### config.mk
export PLATFORM = sky130hd
export DESIGN_NAME = ultrasonic_echo_ranging_core
export DESIGN_NICKNAME = d
export VERILOG_FILES = /design/src/uer_pkg.sv /design/src/ultrasonic_echo_ranging_core.sv
export VERILOG_INCLUDE_DIRS = /design/src /design/src/src
export SDC_FILE = /design/constraint.sdc
export NUM_CORES = 1
export LEC_CHECK = 0
export ABC_AREA = 1
export BUFFER_PORTS_ARGS = -buffer_cell sky130_fd_sc_hd__buf_2
export CORE_ASPECT_RATIO = 0.6
export CORE_UTILIZATION = 55
export CTS_CLUSTER_DIAMETER = 40
export CTS_CLUSTER_SIZE = 24
export DETAILED_ROUTE_END_ITERATION = 8
export HOLD_SLACK_MARGIN = 0.05
export PLACE_DENSITY = 0.72
export SLEW_MARGIN = 0
export SYNTH_ARGS = -nofsm -noshare
export SYNTH_HDL_FRONTEND = slang
export SYNTH_SLANG_ARGS = --single-unit
### constraint.sdc
create_clock -name clk -period 15.92 [get_ports clk]
set_input_delay 4.776 -clock clk [delete_from_list [all_inputs] [get_ports clk]]
set_output_delay 4.776 -clock clk [all_outputs]
set_load 0.05 [all_outputs]
### src/ultrasonic_echo_ranging_core_macros.svh
// Assertion macros for the ultrasonic echo ranging core.
// Every macro assumes a clock named clk and an active-low reset named arst_n in scope.
`ifndef ULTRASONIC_ECHO_RANGING_CORE_MACROS_SVH
`define ULTRASONIC_ECHO_RANGING_CORE_MACROS_SVH

// Condition that must hold at every clock edge once out of reset
`define UER_ASSERT_ALWAYS(lbl, cond, msg) \
	lbl: assert property (@(posedge clk) disable iff (!arst_n) (cond)) else $error(msg);

// Same-cycle implication
`define UER_ASSERT_IMPL(lbl, pre, post, msg) \
	lbl: assert property (@(posedge clk) disable iff (!arst_n) (pre) |-> (post)) else $error(msg);

// Next-cycle implication
`define UER_ASSERT_NEXT(lbl, pre, post, msg) \
	lbl: assert property (@(posedge clk) disable iff (!arst_n) (pre) |=> (post)) else $error(msg);

`endif

### src/uer_pkg.sv
// Shared widths, reset values, register indexes and divider constants
// for the ultrasonic echo ranging core. No dependencies.
`timescale 1ns / 1ps
`default_nettype none

package uer_pkg;

	// Field and state widths
	localparam int TICK_W     = 8;
	localparam int US_W       = 16;
	localparam int SUM_W      = 19;
	localparam int IDX_W      = 3;
	localparam int DIST_W     = 14;
	localparam int FRAME_W    = 16;
	localparam int CFG_IDX_W  = 1;
	localparam int CFG_DATA_W = 8;

	// Measurements averaged per result
	localparam int SAMPLES_DEF = 5;

	// Register reset values
	localparam logic [TICK_W-1:0] TRIGGER_TICKS_RST = 8'd20;
	localparam logic [TICK_W-1:0] GAP_TICKS_RST     = 8'd10;

	// Register indexes
	localparam logic [CFG_IDX_W-1:0] REG_TRIGGER_TICKS = 1'b0;
	localparam logic [CFG_IDX_W-1:0] REG_GAP_TICKS     = 1'b1;

	// sum*10/(58*N) == sum*5/(29*N): scaled dividend and divisor base
	localparam int US_PER_HALF_CM = 29;
	localparam int DIVIDEND_W     = SUM_W + 3;     // holds sum*5
	localparam int DIV_W          = 8;             // 29*7 = 203 max
	localparam int RECIP_SHIFT    = DIVIDEND_W;    // keeps estimate within one of exact
	localparam int RECIP_W        = 18;            // floor(2^22/29) < 2^18
	localparam int PROD_W         = DIVIDEND_W + RECIP_W;

endpackage

`default_nettype wire

### src/ultrasonic_echo_ranging_core.sv
// Channel   Dir  Handshake            Payload
// in        in   in_valid/in_stall    echo_level (one item per microsecond tick)
// out       out  out_valid/out_stall  trigger_out, distance_mm, distance_valid, frame_count
// cfg       in   cfg_valid/cfg_ready  cfg_index, cfg_data
//
// One item per clock while in_stall is low. A result passes through the three register
// stages in order: tick state update, reciprocal multiply, remainder correction.
// arst_n clears sequencer state, counters, registers to defaults and all stage valids.
// A stalled output backs up stage by stage; in_stall rises only when every stage is full.
// Depends on uer_pkg and ultrasonic_echo_ranging_core_macros.svh.
`timescale 1ns / 1ps
`default_nettype none
`include "ultrasonic_echo_ranging_core_macros.svh"

module ultrasonic_echo_ranging_core
	import uer_pkg::*;
#(
	parameter int SAMPLES = SAMPLES_DEF
) (
	input  wire logic                  clk,
	input  wire logic                  arst_n,
	// tick input
	input  wire logic                  in_valid,
	output logic                       in_stall,
	input  wire logic                  echo_level,
	// result output
	output logic                       out_valid,
	input  wire logic                  out_stall,
	output logic                       trigger_out,
	output logic [DIST_W-1:0]          distance_mm,
	output logic                       distance_valid,
	output logic [FRAME_W-1:0]         frame_count,
	// register writes
	input  wire logic                  cfg_valid,
	output logic                       cfg_ready,
	input  wire logic [CFG_IDX_W-1:0]  cfg_index,
	input  wire logic [CFG_DATA_W-1:0] cfg_data
);

	typedef enum logic [1:0] {
		PH_TRIG,
		PH_WAIT,
		PH_HIGH,
		PH_GAP
	} phase_t;

	localparam int                 DIVISOR  = US_PER_HALF_CM * SAMPLES;
	localparam logic [DIV_W-1:0]   DIV_C    = DIV_W'(DIVISOR);
	localparam logic [RECIP_W-1:0] RECIP_C  = RECIP_W'((64'd1 << RECIP_SHIFT) / DIVISOR);
	localparam logic [IDX_W-1:0]   SMP_CNT  = IDX_W'(SAMPLES);

	// configuration registers
	logic [TICK_W-1:0] trigger_ticks_q, gap_ticks_q;

	// sequencer state
	phase_t             phase_q, phase_d;
	logic [TICK_W-1:0]  phase_ticks_q, phase_ticks_d;
	logic [US_W-1:0]    echo_us_q, echo_us_d;
	logic [SUM_W-1:0]   echo_sum_q, echo_sum_d;
	logic [IDX_W-1:0]   sample_idx_q, sample_idx_d;
	logic [FRAME_W-1:0] edge_count_q, edge_count_d;

	// tick logic outputs
	logic              trig_d, fin_d;
	logic [SUM_W-1:0]  sum_done;
	logic [TICK_W-1:0] ticks_inc;
	logic [IDX_W-1:0]  idx_inc;

	// stage 1: tick result
	logic               v_s1, trig_s1, fin_s1;
	logic [SUM_W-1:0]   sum_s1;
	logic [FRAME_W-1:0] edge_s1;

	// stage 2: quotient estimate
	logic               v_s2, trig_s2, fin_s2;
	logic [DIVIDEND_W-1:0] x_s2;
	logic [DIST_W-1:0]  q0_s2;
	logic [FRAME_W-1:0] edge_s2;

	// stage 3: output register
	logic               v_s3, trig_s3, dvalid_s3;
	logic [DIST_W-1:0]  dist_s3;
	logic [FRAME_W-1:0] frame_s3;

	logic en_s1, en_s2, en_s3, accept;
	logic [DIVIDEND_W-1:0] dividend;
	logic [PROD_W-1:0]     prod;
	logic [DIVIDEND_W-1:0] qd, rem;
	logic [DIST_W-1:0]     q_fix;

	// stage enables: a stage moves when empty or when its successor moves
	assign en_s3    = !v_s3 || !out_stall;
	assign en_s2    = !v_s2 || en_s3;
	assign en_s1    = !v_s1 || en_s2;
	assign in_stall = !en_s1;
	assign accept   = in_valid && en_s1;

	assign cfg_ready = 1'b1;

	// register writes
	always_ff @(posedge clk or negedge arst_n) begin
		if (!arst_n) begin
			trigger_ticks_q <= TRIGGER_TICKS_RST;
			gap_ticks_q     <= GAP_TICKS_RST;
		end else if (cfg_valid) begin
			unique case (cfg_index)
				REG_TRIGGER_TICKS: trigger_ticks_q <= cfg_data;
				REG_GAP_TICKS:     gap_ticks_q     <= cfg_data;
			endcase
		end
	end

	// per-tick sequencer: trigger, wait for rise, time echo, gap
	always_comb begin
		phase_d       = phase_q;
		phase_ticks_d = phase_ticks_q;
		echo_us_d     = echo_us_q;
		echo_sum_d    = echo_sum_q;
		sample_idx_d  = sample_idx_q;
		edge_count_d  = edge_count_q;
		trig_d        = 1'b0;
		fin_d         = 1'b0;
		ticks_inc     = phase_ticks_q + 8'd1;
		idx_inc       = sample_idx_q + 3'd1;
		sum_done      = echo_sum_q + SUM_W'(echo_us_q);
		unique case (phase_q)
			PH_TRIG: begin
				trig_d = 1'b1;
				// width 0 acts as 1: any count is >= 0
				if (ticks_inc == '0 || ticks_inc >= trigger_ticks_q) begin
					phase_d       = PH_WAIT;
					phase_ticks_d = '0;
				end else begin
					phase_ticks_d = ticks_inc;
				end
			end
			PH_WAIT: begin
				// rising tick counts as first high microsecond
				if (echo_level) begin
					edge_count_d = edge_count_q + 16'd1;
					echo_us_d    = 16'd1;
					phase_d      = PH_HIGH;
				end
			end
			PH_HIGH: begin
				if (echo_level) begin
					if (echo_us_q != '1)
						echo_us_d = echo_us_q + 16'd1;
				end else begin
					echo_us_d     = '0;
					phase_ticks_d = '0;
					phase_d       = (gap_ticks_q == '0) ? PH_TRIG : PH_GAP;
					if (idx_inc >= SMP_CNT) begin
						fin_d        = 1'b1;
						echo_sum_d   = '0;
						sample_idx_d = '0;
					end else begin
						echo_sum_d   = sum_done;
						sample_idx_d = idx_inc;
					end
				end
			end
			PH_GAP: begin
				if (ticks_inc == '0 || ticks_inc >= gap_ticks_q) begin
					phase_d       = PH_TRIG;
					phase_ticks_d = '0;
				end else begin
					phase_ticks_d = ticks_inc;
				end
			end
		endcase
	end

	// sequencer state and stage 1, updated on each transfer in
	always_ff @(posedge clk or negedge arst_n) begin
		if (!arst_n) begin
			phase_q       <= PH_TRIG;
			phase_ticks_q <= '0;
			echo_us_q     <= '0;
			echo_sum_q    <= '0;
			sample_idx_q  <= '0;
			edge_count_q  <= '0;
			v_s1          <= 1'b0;
		end else if (en_s1) begin
			v_s1 <= accept;
			if (accept) begin
				phase_q       <= phase_d;
				phase_ticks_q <= phase_ticks_d;
				echo_us_q     <= echo_us_d;
				echo_sum_q    <= echo_sum_d;
				sample_idx_q  <= sample_idx_d;
				edge_count_q  <= edge_count_d;
			end
		end
	end

	always_ff @(posedge clk) begin
		if (accept) begin
			trig_s1 <= trig_d;
			fin_s1  <= fin_d;
			sum_s1  <= sum_done;
			edge_s1 <= edge_count_d;
		end
	end

	// stage 2: dividend = sum*5, estimate = floor(dividend*recip / 2^k), low by at most one
	assign dividend = (DIVIDEND_W'(sum_s1) << 2) + DIVIDEND_W'(sum_s1);
	assign prod     = PROD_W'(dividend) * PROD_W'(RECIP_C);

	always_ff @(posedge clk or negedge arst_n) begin
		if (!arst_n)
			v_s2 <= 1'b0;
		else if (en_s2)
			v_s2 <= v_s1;
	end

	always_ff @(posedge clk) begin
		if (en_s2) begin
			trig_s2 <= trig_s1;
			fin_s2  <= fin_s1;
			edge_s2 <= edge_s1;
			x_s2    <= dividend;
			q0_s2   <= prod[RECIP_SHIFT +: DIST_W];
		end
	end

	// stage 3: one remainder check fixes the estimate
	assign qd    = DIVIDEND_W'(q0_s2) * DIVIDEND_W'(DIV_C);
	assign rem   = x_s2 - qd;
	assign q_fix = (rem >= DIVIDEND_W'(DIV_C)) ? q0_s2 + 14'd1 : q0_s2;

	// output register; dist_s3 doubles as the held last distance
	always_ff @(posedge clk or negedge arst_n) begin
		if (!arst_n) begin
			v_s3      <= 1'b0;
			trig_s3   <= 1'b0;
			dvalid_s3 <= 1'b0;
			dist_s3   <= '0;
			frame_s3  <= '0;
		end else if (en_s3) begin
			v_s3 <= v_s2;
			if (v_s2) begin
				trig_s3   <= trig_s2;
				dvalid_s3 <= fin_s2;
				frame_s3  <= edge_s2;
				if (fin_s2)
					dist_s3 <= q_fix;
			end
		end
	end

	assign out_valid      = v_s3;
	assign trigger_out    = trig_s3;
	assign distance_mm    = dist_s3;
	assign distance_valid = dvalid_s3;
	assign frame_count    = frame_s3;

	// checks
	`UER_ASSERT_ALWAYS(a_idx_below_samples, sample_idx_q < SMP_CNT, "sample index at SAMPLES")
	`UER_ASSERT_IMPL(a_us_clear_off_high, phase_q != PH_HIGH, echo_us_q == '0, "echo_us not clear")
	`UER_ASSERT_IMPL(a_rem_in_range, v_s2 && fin_s2, rem < (DIVIDEND_W'(DIV_C) << 1), "bad estimate")
	`UER_ASSERT_IMPL(a_stall_only_full, in_stall, v_s1 && v_s2 && v_s3, "stall with empty stage")

endmodule

`default_nettype wire

# Yosys cells after proc, flatten, opt, wreduce, memory -nomap -nowiden

Cells that the tools add are included.

Register bits after elaboration: 206
Input bits: 15
Output and inout bits: 35
Logic and storage cells: 97

$add $sub $neg: 8
$mul: 2
Magnitude comparators: 4
Eq/ne operators: 9
Mux-type cells: 21
Bitwise gates (word level): 3
Reduce and logical (&&, ||, !) cells: 26

Operator list:

| cell                                                 | number |
|---|---|
| two-way mux 16 bit                                   | 5 |
| multiplier 22 x 14 -> 35 bit, second input constant  | 1 |
| adder 16 x 1 -> 16 bit, second input constant        | 2 |
| case mux 16 bit (2 select lines)                     | 1 |
| two-way mux 8 bit                                    | 3 |
| case mux 8 bit (3 select lines)                      | 1 |
| adder 21 x 19 -> 22 bit                              | 1 |
| >= comparator 22 x 8 -> 1 bit, second input constant | 1 |
| multiplier 14 x 8 -> 22 bit, second input constant   | 1 |
| subtractor 22 bit                                    | 1 |
| adder 19 x 16 -> 19 bit                              | 1 |
| two-way mux 19 bit                                   | 1 |
| >= comparator 8 bit                                  | 2 |
| zero test 8 bit                                      | 2 |
| inequality test 16 bit, second input constant        | 1 |
| adder 14 x 1 -> 14 bit, second input constant        | 1 |
| two-way mux 14 bit                                   | 1 |
| two-way mux 2 bit                                    | 5 |
| adder 8 x 1 -> 8 bit, second input constant          | 1 |
| inequality test 2 bit, second input constant         | 4 |
| case mux 2 bit (4 select lines)                      | 1 |
| AND reduction 2 bit                                  | 4 |
| AND reduction 4 bit                                  | 2 |
| AND reduction 6 bit                                  | 1 |
| other kinds (17)                                     | 29 |

# Longest topological paths before layout

Gate-level depths: netlist (run 1).

Depth after elaboration: 6
Gate-level depth with buffers: 36
Mapped depth without buffers: 36

# Worst setup path after synthesis (run 1)

No wires, ideal clock.

Path type: input -> output
From: input port out_stall
To: output port in_stall
Data arrival time: 5.423 ns
Path slack: 5.721 ns
Cell stages on the path: 4
Path buffers: 0
Cells stage by stage: nand2_1 > nor2_1 > nand2_1 > inv_1

Word-level cells in the longest chain between the ends: 5

RTL lines:

| what             | RTL line                           | RTL |
|---|---|---|
| from (decl)      | ultrasonic_echo_ranging_core.sv:28 | `input wire logic out_stall,` |
| zero test 1 bit  | ultrasonic_echo_ranging_core.sv:92 | `assign en_s3 = !v_s3 \|\| !out_stall;` |
| logical OR 1 bit | ultrasonic_echo_ranging_core.sv:92 |  |
| logical OR 1 bit | ultrasonic_echo_ranging_core.sv:93 | `assign en_s2 = !v_s2 \|\| en_s3;` |
| logical OR 1 bit | ultrasonic_echo_ranging_core.sv:94 | `assign en_s1 = !v_s1 \|\| en_s2;` |
| zero test 1 bit  | ultrasonic_echo_ranging_core.sv:95 | `assign in_stall = !en_s1;` |
| to (decl)        | ultrasonic_echo_ranging_core.sv:24 | `output logic in_stall,` |

No other way between the ends.

# Worst setup path after layout (run 1)

Same ends and word-level chain as after synthesis.

==> metrics.cfg, run 1 <==
[outcome]
outcome=completed

[timing]
holdWs_ps=422
period_share=0.648
relSlewSlack=0.193
setup_tns_ps=0
period_needed_ps=10320
grt_setup_unrepaired=no
tightest_slew_ps=1210
fmax_ghz=0.0969
drv_slew=0
setup_viol=0
hold_violations=0
clock_skew_ps=13.9

[layout]
syn2layout_area_growth_pct=9.09
antenna_cells=0
fill_cells=3009
stdcell_area_sq_mm=0.0217
layout-drive-gt1-share=0.0688
final-seq-area_sq_mm=0.00562
nets=2858
multi_input_area_sq_mm=0.0121
final_util=0.615

[logic_synthesis]
synthTopCellsByCount=inv_1 (535), nand2_1 (495), ha_1 (274), fa_1 (146), dfrtp_1 (111)
synth_warnings=0
synth_top_area_cell=ha_1
synth-seq-cells=206
yosysSeqAreaShare=0.282
yosys.area.top_type_share=0.172
ys_top_cells_by_area=ha_1 (17%), fa_1 (15%), dfrtp_1 (14%)
netlist_instances=2359
synth_ff_type=dfrtp_1
synth-edff-count=91
yosysMostFrequentCell=inv_1
syn_area_sq_mm=0.0199
synth_cell_type_count=59
synth_area_per_cell_sq_um=8.43
syn_nets=2794
synth_async_sr_flop_share=0.558

[drt]
wl_per_cell_microns=16.9
ant_nets=0
drc_errors=0
drt-pass1-iter-count=7
via_per_inst=5.38
vias=15600
wirelength_mm=49.3
first_iter_violations=1291

[critical_path]
timing.rr.start=sum_s1[2]
critical_path_required_ps=11140
crit_type=input port to primary output
crit_start=out_stall
start_kind=input port
reg2regPathDepth=30
worstSetupEndpointType=primary output
arrival_ps=5540
cp_max_fo=3

[global_route]
gr-total-overflow=0
grt_max_degree=61
antenna_found_initial=0
grt_pass1_vias=14900
grt_pass1_wl_mm=78.9
grt.total_usage=0.274

[floorplan]
initial_core_util=0.564
core_sq_mm=0.0353
die_w_microns=248
ioPinCount=50
rows=53
die-area_sq_mm=0.0370
die_h_microns=149

[cts]
cts_tree=built
cts.reportedPaths.clkPinSlew_ps=70
clk_latency_ps=550
cts_root_buf=clkbuf_16
htree_levels=1
cts_buffers=26
ctsResizeCount=0
cts_sinks=206
cts.path.max_buffers=3
cts_hold_buf=0
cts_setup_buffers=0

[min_path]
hold_start=edge_s1[9]
hold_class=flip-flop to flip-flop
hold_depth=0

[placed_design]
place.port_buffers=48
place_area_sq_mm=0.0207
place.gp.congestion=0.929
post-dp-hpwl_mm=40.9

[flow_run]
maxCapViolations=0

==> registers in the layout, indices dropped and copies added, names as in the netlist, 2 cells and up <==
name / cells
edge_count_q: 16
x_s2: 22
echo_sum_q: 19
phase_ticks_q: 8
phase_q: 2
trigger_ticks_q: 8
distance_mm: 14
edge_s2: 16
edge_s1: 16
sum_s1: 19
gap_ticks_q: 8
sample_idx_q: 3
frame_count: 16
echo_us_q: 16
q0_s2: 14
==> kinds of logic after synthesis <==
| group | share of synthesized area |
|---|---|
| other | 0.000188 |
| AND/OR/NAND/NOR | 0.185 |
| buffers and inverters | 0.107 |
| XOR/XNOR | 0.0369 |
| AO/OA/AOI/OAI | 0.0697 |
| adder cells (fa/ha/maj) | 0.319 |
| flip-flops | 0.282 |
==> final timing paths <==
check / end / slack [ps]
min in group asynchronous: edge_count_q[14] / 4300
setup reg to reg: q0_s2[11] / 7940
hold reg to reg: edge_s2[9] / 420
hold / removal: edge_s2[9] / 420
max in group asynchronous: gap_ticks_q[4] / 10300
setup / recovery: in_stall / 5600
==> cells in the final DEF, fill, tap and decap left out, types with 4 or more instances in the layout <==
cell type / Yosys / layout
a21o_1: 4 / 4
ha_1: 274 / 274
nand2_2: 20 / 20
or2_2: 5 / 5
o21ai_0: 95 / 95
a31oi_1: 5 / 5
buf_2: 1 / 47
bufinv_16: 0 / 5
edfxtp_1: 91 / 91
nor4_1: 7 / 7
o21bai_1: 4 / 4
xor2_1: 50 / 50
dfstp_2: 4 / 4
xnor2_1: 30 / 30
nor2_1: 106 / 106
nand4_1: 40 / 40
nor3_1: 30 / 30
inv_8: 0 / 4
nor2_4: 4 / 4
nand3_1: 97 / 97
inv_1: 535 / 533
buf_4: 2 / 6
nand3_2: 9 / 9
fa_1: 146 / 146
clkbuf_16: 0 / 27
nand3b_1: 7 / 7
nand2_1: 495 / 495
o21ai_1: 5 / 5
nor2_2: 4 / 4
inv_2: 7 / 9
a21oi_1: 107 / 107
dfrtp_1: 111 / 111
a22o_1: 5 / 5
==> layer usage <==
layer / GRT usage / vias up / routed length [microns] / share of wire
li1: - / 7622 / - / -
met1: 0.443 / 7487 / 25200 / 0.51
met2: 0.368 / 492 / 19200 / 0.39
met3: 0.0712 / 48 / 4310 / 0.087
met4: 0.0374 / 0 / 611 / 0.012
met5: 0 / - / 0 / 0
==> worst max-delay path, stage by stage <==
cell and delay [ps]:
buf_2 80, nand2_1 70, nor2_1 170, nand2_1 130, inv_1 60, buf_2 250
==> metrics by stage <==
stage	setup slack, ps	std cells
after floorplan	5720	2359
after global placement	5560	2862
after detailed placement	5600	2862
after CTS	5590	2910
after global routing	5500	2910
final	5600	2910
==> area by class of cell <==
class / count / area share
Timing Repair Buffer: 53 / 0.0129
Clock inverter: 19 / 0.0151
Multi-Input combinational cell: 1591 / 0.560
Tap cell: 467 / 0.0269
Inverter: 545 / 0.0943
Sequential cell: 206 / 0.259
Clock buffer: 29 / 0.0324
Power of run 1 is left out: the tool's default activity adds up to more than one toggle a clock period on the data nets, which glitch-free logic cannot reach.
==> run 2: changes to the inputs <==
- ABC_AREA: 1 -> 0
- clock period: 15.92 -> 9.7 ns (I/O delays scaled with it)
==> run 2 against run 1 <==
Via count down 15%. Cell count down 18%. Clock-buffer cell count down 3. Synthesized cell count down 22%. Design area down 5.8%. Critical path depth up 23. Sequential share of layout area up 1.6 points. Worst hold slack about the same. Highest routed layer unchanged.
==> metrics.cfg, run 2 <==
[outcome]
outcome=completed  ; unchanged

[critical_path]
reg2regPathDepth=29  ; was 30
crit_path_max_incr_delay_ps=580  ; was 250 ps
cp_max_fo=6  ; was 3
crit_end=q0_s2[9]  ; was in_stall
critical_path_required_ps=10100  ; was 11140 ps
cp_slowest_cell=fa_1  ; was buf_2
timing.rr.start=sum_s1[0]  ; was sum_s1[2]
worstSetupEndpointType=flip-flop  ; was primary output
rrSetupSlack_ps=610  ; was 7940 ps
crit_top_cell=fa_1
start_kind=flip-flop  ; was input port
reg2reg_to=q0_s2[9]  ; was q0_s2[11]
crit_type=flip-flop to flip-flop  ; was input port to primary output
crit_start=sum_s1[0]  ; was out_stall
arrival_ps=9490  ; was 5540 ps

[logic_synthesis]
syn_nets=2278  ; was 2794
synthTopCellsByCount=inv_1 (348), ha_1 (274), fa_1 (146), dfrtp_1 (111), nand2_1 (100)  ; was inv_1 (535), nand2_1 (495), ha_1 (274), fa_1 (146), dfrtp_1 (111)
synth-edff-count=91  ; unchanged
synth_ff_type=dfrtp_1  ; unchanged
synth_warnings=0  ; unchanged
netlist_instances=1843  ; was 2359
yosysSeqAreaShare=0.299  ; was 0.282
yosys.area.top_type_share=0.183  ; was 0.172
synth_async_sr_flop_share=0.558  ; unchanged
synth-seq-cells=206  ; unchanged
syn_area_sq_mm=0.0188  ; was 0.0199 sq mm
synth_top_area_cell=ha_1  ; unchanged
yosysMostFrequentCell=inv_1  ; unchanged
synth_area_per_cell_sq_um=10.2  ; was 8.43 sq um
ys_top_cells_by_area=ha_1 (18%), fa_1 (16%), dfrtp_1 (15%)  ; was ha_1 (17%), fa_1 (15%), dfrtp_1 (14%)
synth_cell_type_count=78  ; was 59

[drt]
vias=13300  ; was 15600
drt-pass1-iter-count=7  ; unchanged
via_per_inst=5.58  ; was 5.38
drc_errors=0  ; unchanged
first_iter_violations=942  ; was 1291
wirelength_mm=41.9  ; was 49.3 mm
wl_per_cell_microns=17.6  ; was 16.9 microns
ant_nets=0  ; unchanged

[floorplan]
die-area_sq_mm=0.0349  ; was 0.0370 sq mm
ioPinCount=50  ; unchanged
core_sq_mm=0.0330  ; was 0.0353 sq mm
initial_core_util=0.568  ; was 0.564
die_w_microns=240  ; was 248 microns
rows=51  ; was 53
die_h_microns=145  ; was 149 microns

[min_path]
hold_depth=0  ; unchanged
hold_class=flip-flop to flip-flop  ; unchanged

[layout]
mostFrequentLayoutCells=inv_1 (347), ha_1 (274), fa_1 (146)  ; was inv_1 (533), nand2_1 (495), ha_1 (274)
layout-drive-gt1-share=0.0837  ; was 0.0688
syn2layout_area_growth_pct=9.09  ; about the same
regMostFlops=x_s2  ; unchanged
largest_register_ffs=22  ; unchanged
nets=2340  ; was 2858
layout.cells.most_common=inv_1  ; unchanged
reg_top3=x_s2 x22, echo_sum_q x19, sum_s1 x19  ; unchanged

[cts]
cts.reportedPaths.clkPinSlew_ps=70  ; about the same
clk_latency_ps=540  ; was 550 ps
cts.path.max_buffers=3  ; unchanged
cts_tree=built  ; unchanged
cts_hold_buf=0  ; unchanged
htree_levels=1  ; unchanged
cts_sinks=206  ; unchanged
cts_root_buf=clkbuf_16  ; unchanged
cts_buffers=25  ; was 26

[timing]
period_needed_ps=9090
fmax_ghz=0.110
hold_violations=0  ; unchanged
relSlewSlack=0.226  ; was 0.193
setup_tns_ps=0  ; unchanged
clock_skew_ps=20.3  ; was 13.9 ps
setup_viol=0  ; unchanged
period_share=0.937
tightest_slew_ps=1160  ; was 1210 ps
drv_slew=0  ; unchanged
grt_setup_unrepaired=no  ; unchanged

[global_route]
gr-max-usage-layer=met1  ; unchanged
grt.total_usage=0.247  ; was 0.274
gr-total-overflow=0  ; unchanged
use_met3=0.0510  ; was 0.0712
grt_use_met2=0.334  ; was 0.368
antenna_found_initial=0  ; unchanged
grt_pass1_wl_mm=68.8  ; was 78.9 mm
met1_usage=0.407  ; was 0.443
grt_max_degree=67  ; was 61
grt_pass1_vias=13100  ; was 14900

[placed_design]
place.gp.congestion=0.957  ; was 0.929
post-dp-hpwl_mm=33.6  ; was 40.9 mm
place.port_buffers=48  ; unchanged

[flow_run]
maxCapViolations=0  ; unchanged

==> run 2: changes by cell type after synthesis, moves of 17 or more <==
cell and delta:
a21o_1 +21, a21oi_1 -39, and3_1 +21, inv_1 -187, mux2_2 +29, nand2_1 -395, nand2_2 -20, nand2b_1 +17
nand3_1 -58, nand4_1 -26, nor2_1 -20, o21ai_0 -17, xnor2_1 +52
==> run 2: cells by family after synthesis <==
family                   synth area share
AO/OA/AOI/OAI                       0.104
flip-flops                          0.299
XOR/XNOR                           0.0583
other                            0.000200
adder cells (fa/ha/maj)             0.340
buffers and inverters              0.0764
AND/OR/NAND/NOR                     0.102
multiplexers                       0.0196
==> run 2: final cells by class <==
| cell class | count | area, sq um |
|---|---|---|
| Antenna cell | 2 | 5.00 |
| Clock buffer | 26 | 629 |
| Clock inverter | 20 | 260 |
| Fill cell | 2673 | 12500 |
| Inverter | 348 | 1310 |
| Multi-Input combinational cell | 1261 | 11700 |
| Sequential cell | 206 | 5620 |
| Tap cell | 450 | 563 |
| Timing Repair Buffer | 63 | 355 |
==> run 2: layer usage <==
| metal | vias to the layer above | wire length [microns] |
|---|---|---|
| met4 | 0 | 522 |
| met3 | 49 | 2960 |
| met2 | 364 | 16600 |
| li1 | 6351 | - |
| met5 | - | 0 |
| met1 | 6494 | 21800 |
==> run 2: how the worst min path moves through the flow <==
| stage | startpoint | end | slack [ps] |
|---|---|---|---|
| floorplan | edge_s1[0] | edge_s2[0] | 400 |
| global placement | edge_s1[8] | edge_s2[8] | 400 |
| detailed placement | edge_s1[14] | edge_s2[14] | 410 |
| CTS | fin_s1 | fin_s2 | 420 |
| global route | fin_s1 | fin_s2 | 430 |
| finish | fin_s1 | fin_s2 | 420 |
==> run 2: critical path, delay by kind of cell, from the launching register on <==
kind	cells	cell delay (ps)
xor gates and xnor gates	1	550
adders and majority gates	9	3940
and+or+nand+nor	5	1330
DFF	1	500
AOI/OAI and AO/OA	11	2440
buffers and inverters	3	160
==> run 2: what timing repair did <==
item	4_1_cts	5_1_grt
resized for setup	0	3
buffers inserted	0	0
endpoints found under the setup margin	0	1
==> run 2: metrics by stage <==
stage	instance area (sq um)	cells	worst slack [ps]	util	hold WS, ps
finish	20500	2376	610	0.620	422
global route	20500	2374	28.1	0.620	432
floorplan	18800	1843	935	-	400
global placement	19600	2328	705	0.593	402
CTS	20400	2374	507	0.620	423
detailed placement	19600	2328	521	0.593	405
Power of run 2 is left out for the same reason.
==> run 3: changes to the inputs <==
- ABC_AREA: 0 -> 1
==> run 3 against run 2 <==
Routed wire length increased by 20%. Worst hold slack lost 0.76 ps. Register-to-register slack better by 1300 ps. Utilization shrank 0.57 points. First-iteration DRC count up 25%. Die area is 6.0% higher. Largest cell class unchanged. Setup slack improved by 1300 ps. Global-route usage up 3.3 points. Critical path depth shrank 1. Via count up 17%. Clock-buffer cell count increased by 4. Clock skew increased by 0.96 ps. Highest routed layer unchanged.
==> metrics.cfg, run 3 (synthesis results as in run 1) <==
[timing]
grt_setup_unrepaired=no  ; unchanged
tightest_slew_ps=1050  ; was 1160 ps
period_needed_ps=7800  ; was 9090 ps
drv_slew=0  ; unchanged
clock_skew_ps=21.3  ; was 20.3 ps
setup_viol=0  ; unchanged
period_share=0.804  ; was 0.937
hold_violations=0  ; unchanged
setup_tns_ps=0  ; unchanged
fmax_ghz=0.128  ; was 0.110 GHz
relSlewSlack=0.301  ; was 0.226

[layout]
layout.cells.most_common=inv_1  ; unchanged
reg_top3=x_s2 x22, echo_sum_q x19, sum_s1 x19  ; unchanged
regMostFlops=x_s2  ; unchanged
mostFrequentLayoutCells=inv_1 (533), nand2_1 (495), ha_1 (274)  ; was inv_1 (347), ha_1 (274), fa_1 (146)
nets=2858  ; was 2340
antenna_cells=0  ; was 2
layout-drive-gt1-share=0.0683  ; was 0.0837
largest_register_ffs=22  ; unchanged
syn2layout_area_growth_pct=8.93  ; was 9.09%
fill_cells=3026  ; was 2673

[critical_path]
crit_top_cell=fa_1  ; unchanged
arrival_ps=8080  ; was 9490 ps
critical_path_required_ps=9980  ; was 10100 ps
worstSetupEndpointType=flip-flop  ; unchanged
start_kind=flip-flop  ; unchanged
crit_type=flip-flop to flip-flop  ; unchanged
crit_path_max_incr_delay_ps=620  ; was 580 ps
cp_max_fo=6  ; unchanged
cp_slowest_cell=fa_1  ; unchanged
rrSetupSlack_ps=1900  ; was 610 ps
reg2regPathDepth=28  ; was 29

[cts]
cts.reportedPaths.clkPinSlew_ps=70  ; about the same
htree_levels=1  ; unchanged
clk_latency_ps=560  ; was 540 ps
cts_buffers=27  ; was 25
cts_hold_buf=0  ; unchanged
cts_sinks=206  ; unchanged
cts_root_buf=clkbuf_16  ; unchanged
cts.path.max_buffers=3  ; unchanged
cts_setup_buffers=0  ; unchanged
cts_tree=built  ; unchanged
ctsResizeCount=0  ; unchanged

[global_route]
grt_max_degree=61  ; was 67
grt.total_usage=0.280  ; was 0.247
grt_pass1_vias=14900  ; was 13100
grt_pass1_wl_mm=80.1  ; was 68.8 mm
gr-total-overflow=0  ; unchanged
antenna_found_initial=0  ; unchanged

[drt]
wirelength_mm=50.3  ; was 41.9 mm
first_iter_violations=1178  ; was 942
vias=15500  ; was 13300
via_per_inst=5.34  ; was 5.58
wl_per_cell_microns=17.3  ; was 17.6 microns
ant_nets=0  ; unchanged
drt-pass1-iter-count=5  ; was 7
drc_errors=0  ; unchanged

[placed_design]
place.port_buffers=48  ; unchanged
post-dp-hpwl_mm=41.7  ; was 33.6 mm
place.gp.congestion=0.973  ; was 0.957

[floorplan]
die_h_microns=149  ; was 145 microns
die-area_sq_mm=0.0370  ; was 0.0349 sq mm
core_sq_mm=0.0353  ; was 0.0330 sq mm
die_w_microns=248  ; was 240 microns
initial_core_util=0.564  ; was 0.568
rows=53  ; was 51
ioPinCount=50  ; unchanged

[outcome]
outcome=completed  ; unchanged

[flow_run]
maxCapViolations=0  ; unchanged

[min_path]
hold_class=flip-flop to flip-flop  ; unchanged
hold_depth=0  ; unchanged

run 3: cell count changes in the layout (fill, tap and decap cells not counted), moves of 20 or more:
cell / before / now
a21oi_1: 68 / 107
nor2_1: 86 / 106
mux2_2: 29 / 0
and3_1: 22 / 1
nand4_1: 14 / 40
nand2_1: 100 / 495
nand3_1: 38 / 97
a21o_1: 25 / 4
inv_1: 347 / 533
nand2_2: 0 / 20
xnor2_1: 81 / 30
run 3: final timing paths:
kind / start / endpoint
worst min-delay path: edge_s1[15] / edge_s2[15]
min in group asynchronous: arst_n / frame_count[14]
max in group asynchronous: arst_n / gap_ticks_q[5]
worst max-delay path: sum_s1[3] / q0_s2[9]
worst max register to register: sum_s1[3] / q0_s2[9]
worst min register to register: edge_s1[15] / edge_s2[15]
run 3: layout make-up:
type / count / area [sq um] / area share
Sequential cell: 206 / 5620 / 0.259
Multi-Input combinational cell: 1591 / 12100 / 0.561
Clock inverter: 20 / 289 / 0.0133
Tap cell: 467 / 584 / 0.0270
Inverter: 545 / 2050 / 0.0944
Clock buffer: 30 / 718 / 0.0331
Timing Repair Buffer: 52 / 273 / 0.0126
run 3: per-layer routing:
layer | up-vias | global-route usage | part of all wire
met5 | - | 0 | 0
met4 | 0 | 0.0402 | 0.010
met1 | 7442 | 0.455 | 0.52
met3 | 39 | 0.0727 | 0.085
met2 | 448 | 0.373 | 0.39
li1 | 7620 | - | -
run 3: critical path: cells and delay by family (launching register included):
family          cells  cell delay, ps
buf+inv             5             450
flops               1             430
fa+ha+maj           8            3860
simple gates        6             850
xor+xnor            1             120
compound gates      8            1800
run 3: metrics by stage:
step	std cells	hold slack [ps]	utilization	cell area, sq um	worst slack, ps
after detailed placement	2861	405	0.586	20700	2030
after CTS	2911	422	0.614	21700	2030
after global placement	2861	403	0.586	20700	2150
after global routing	2911	425	0.614	21700	1390
after floorplan	2359	400	-	19900	2820
final	2911	421	0.614	21700	1900
Power of run 3 is left out for the same reason.
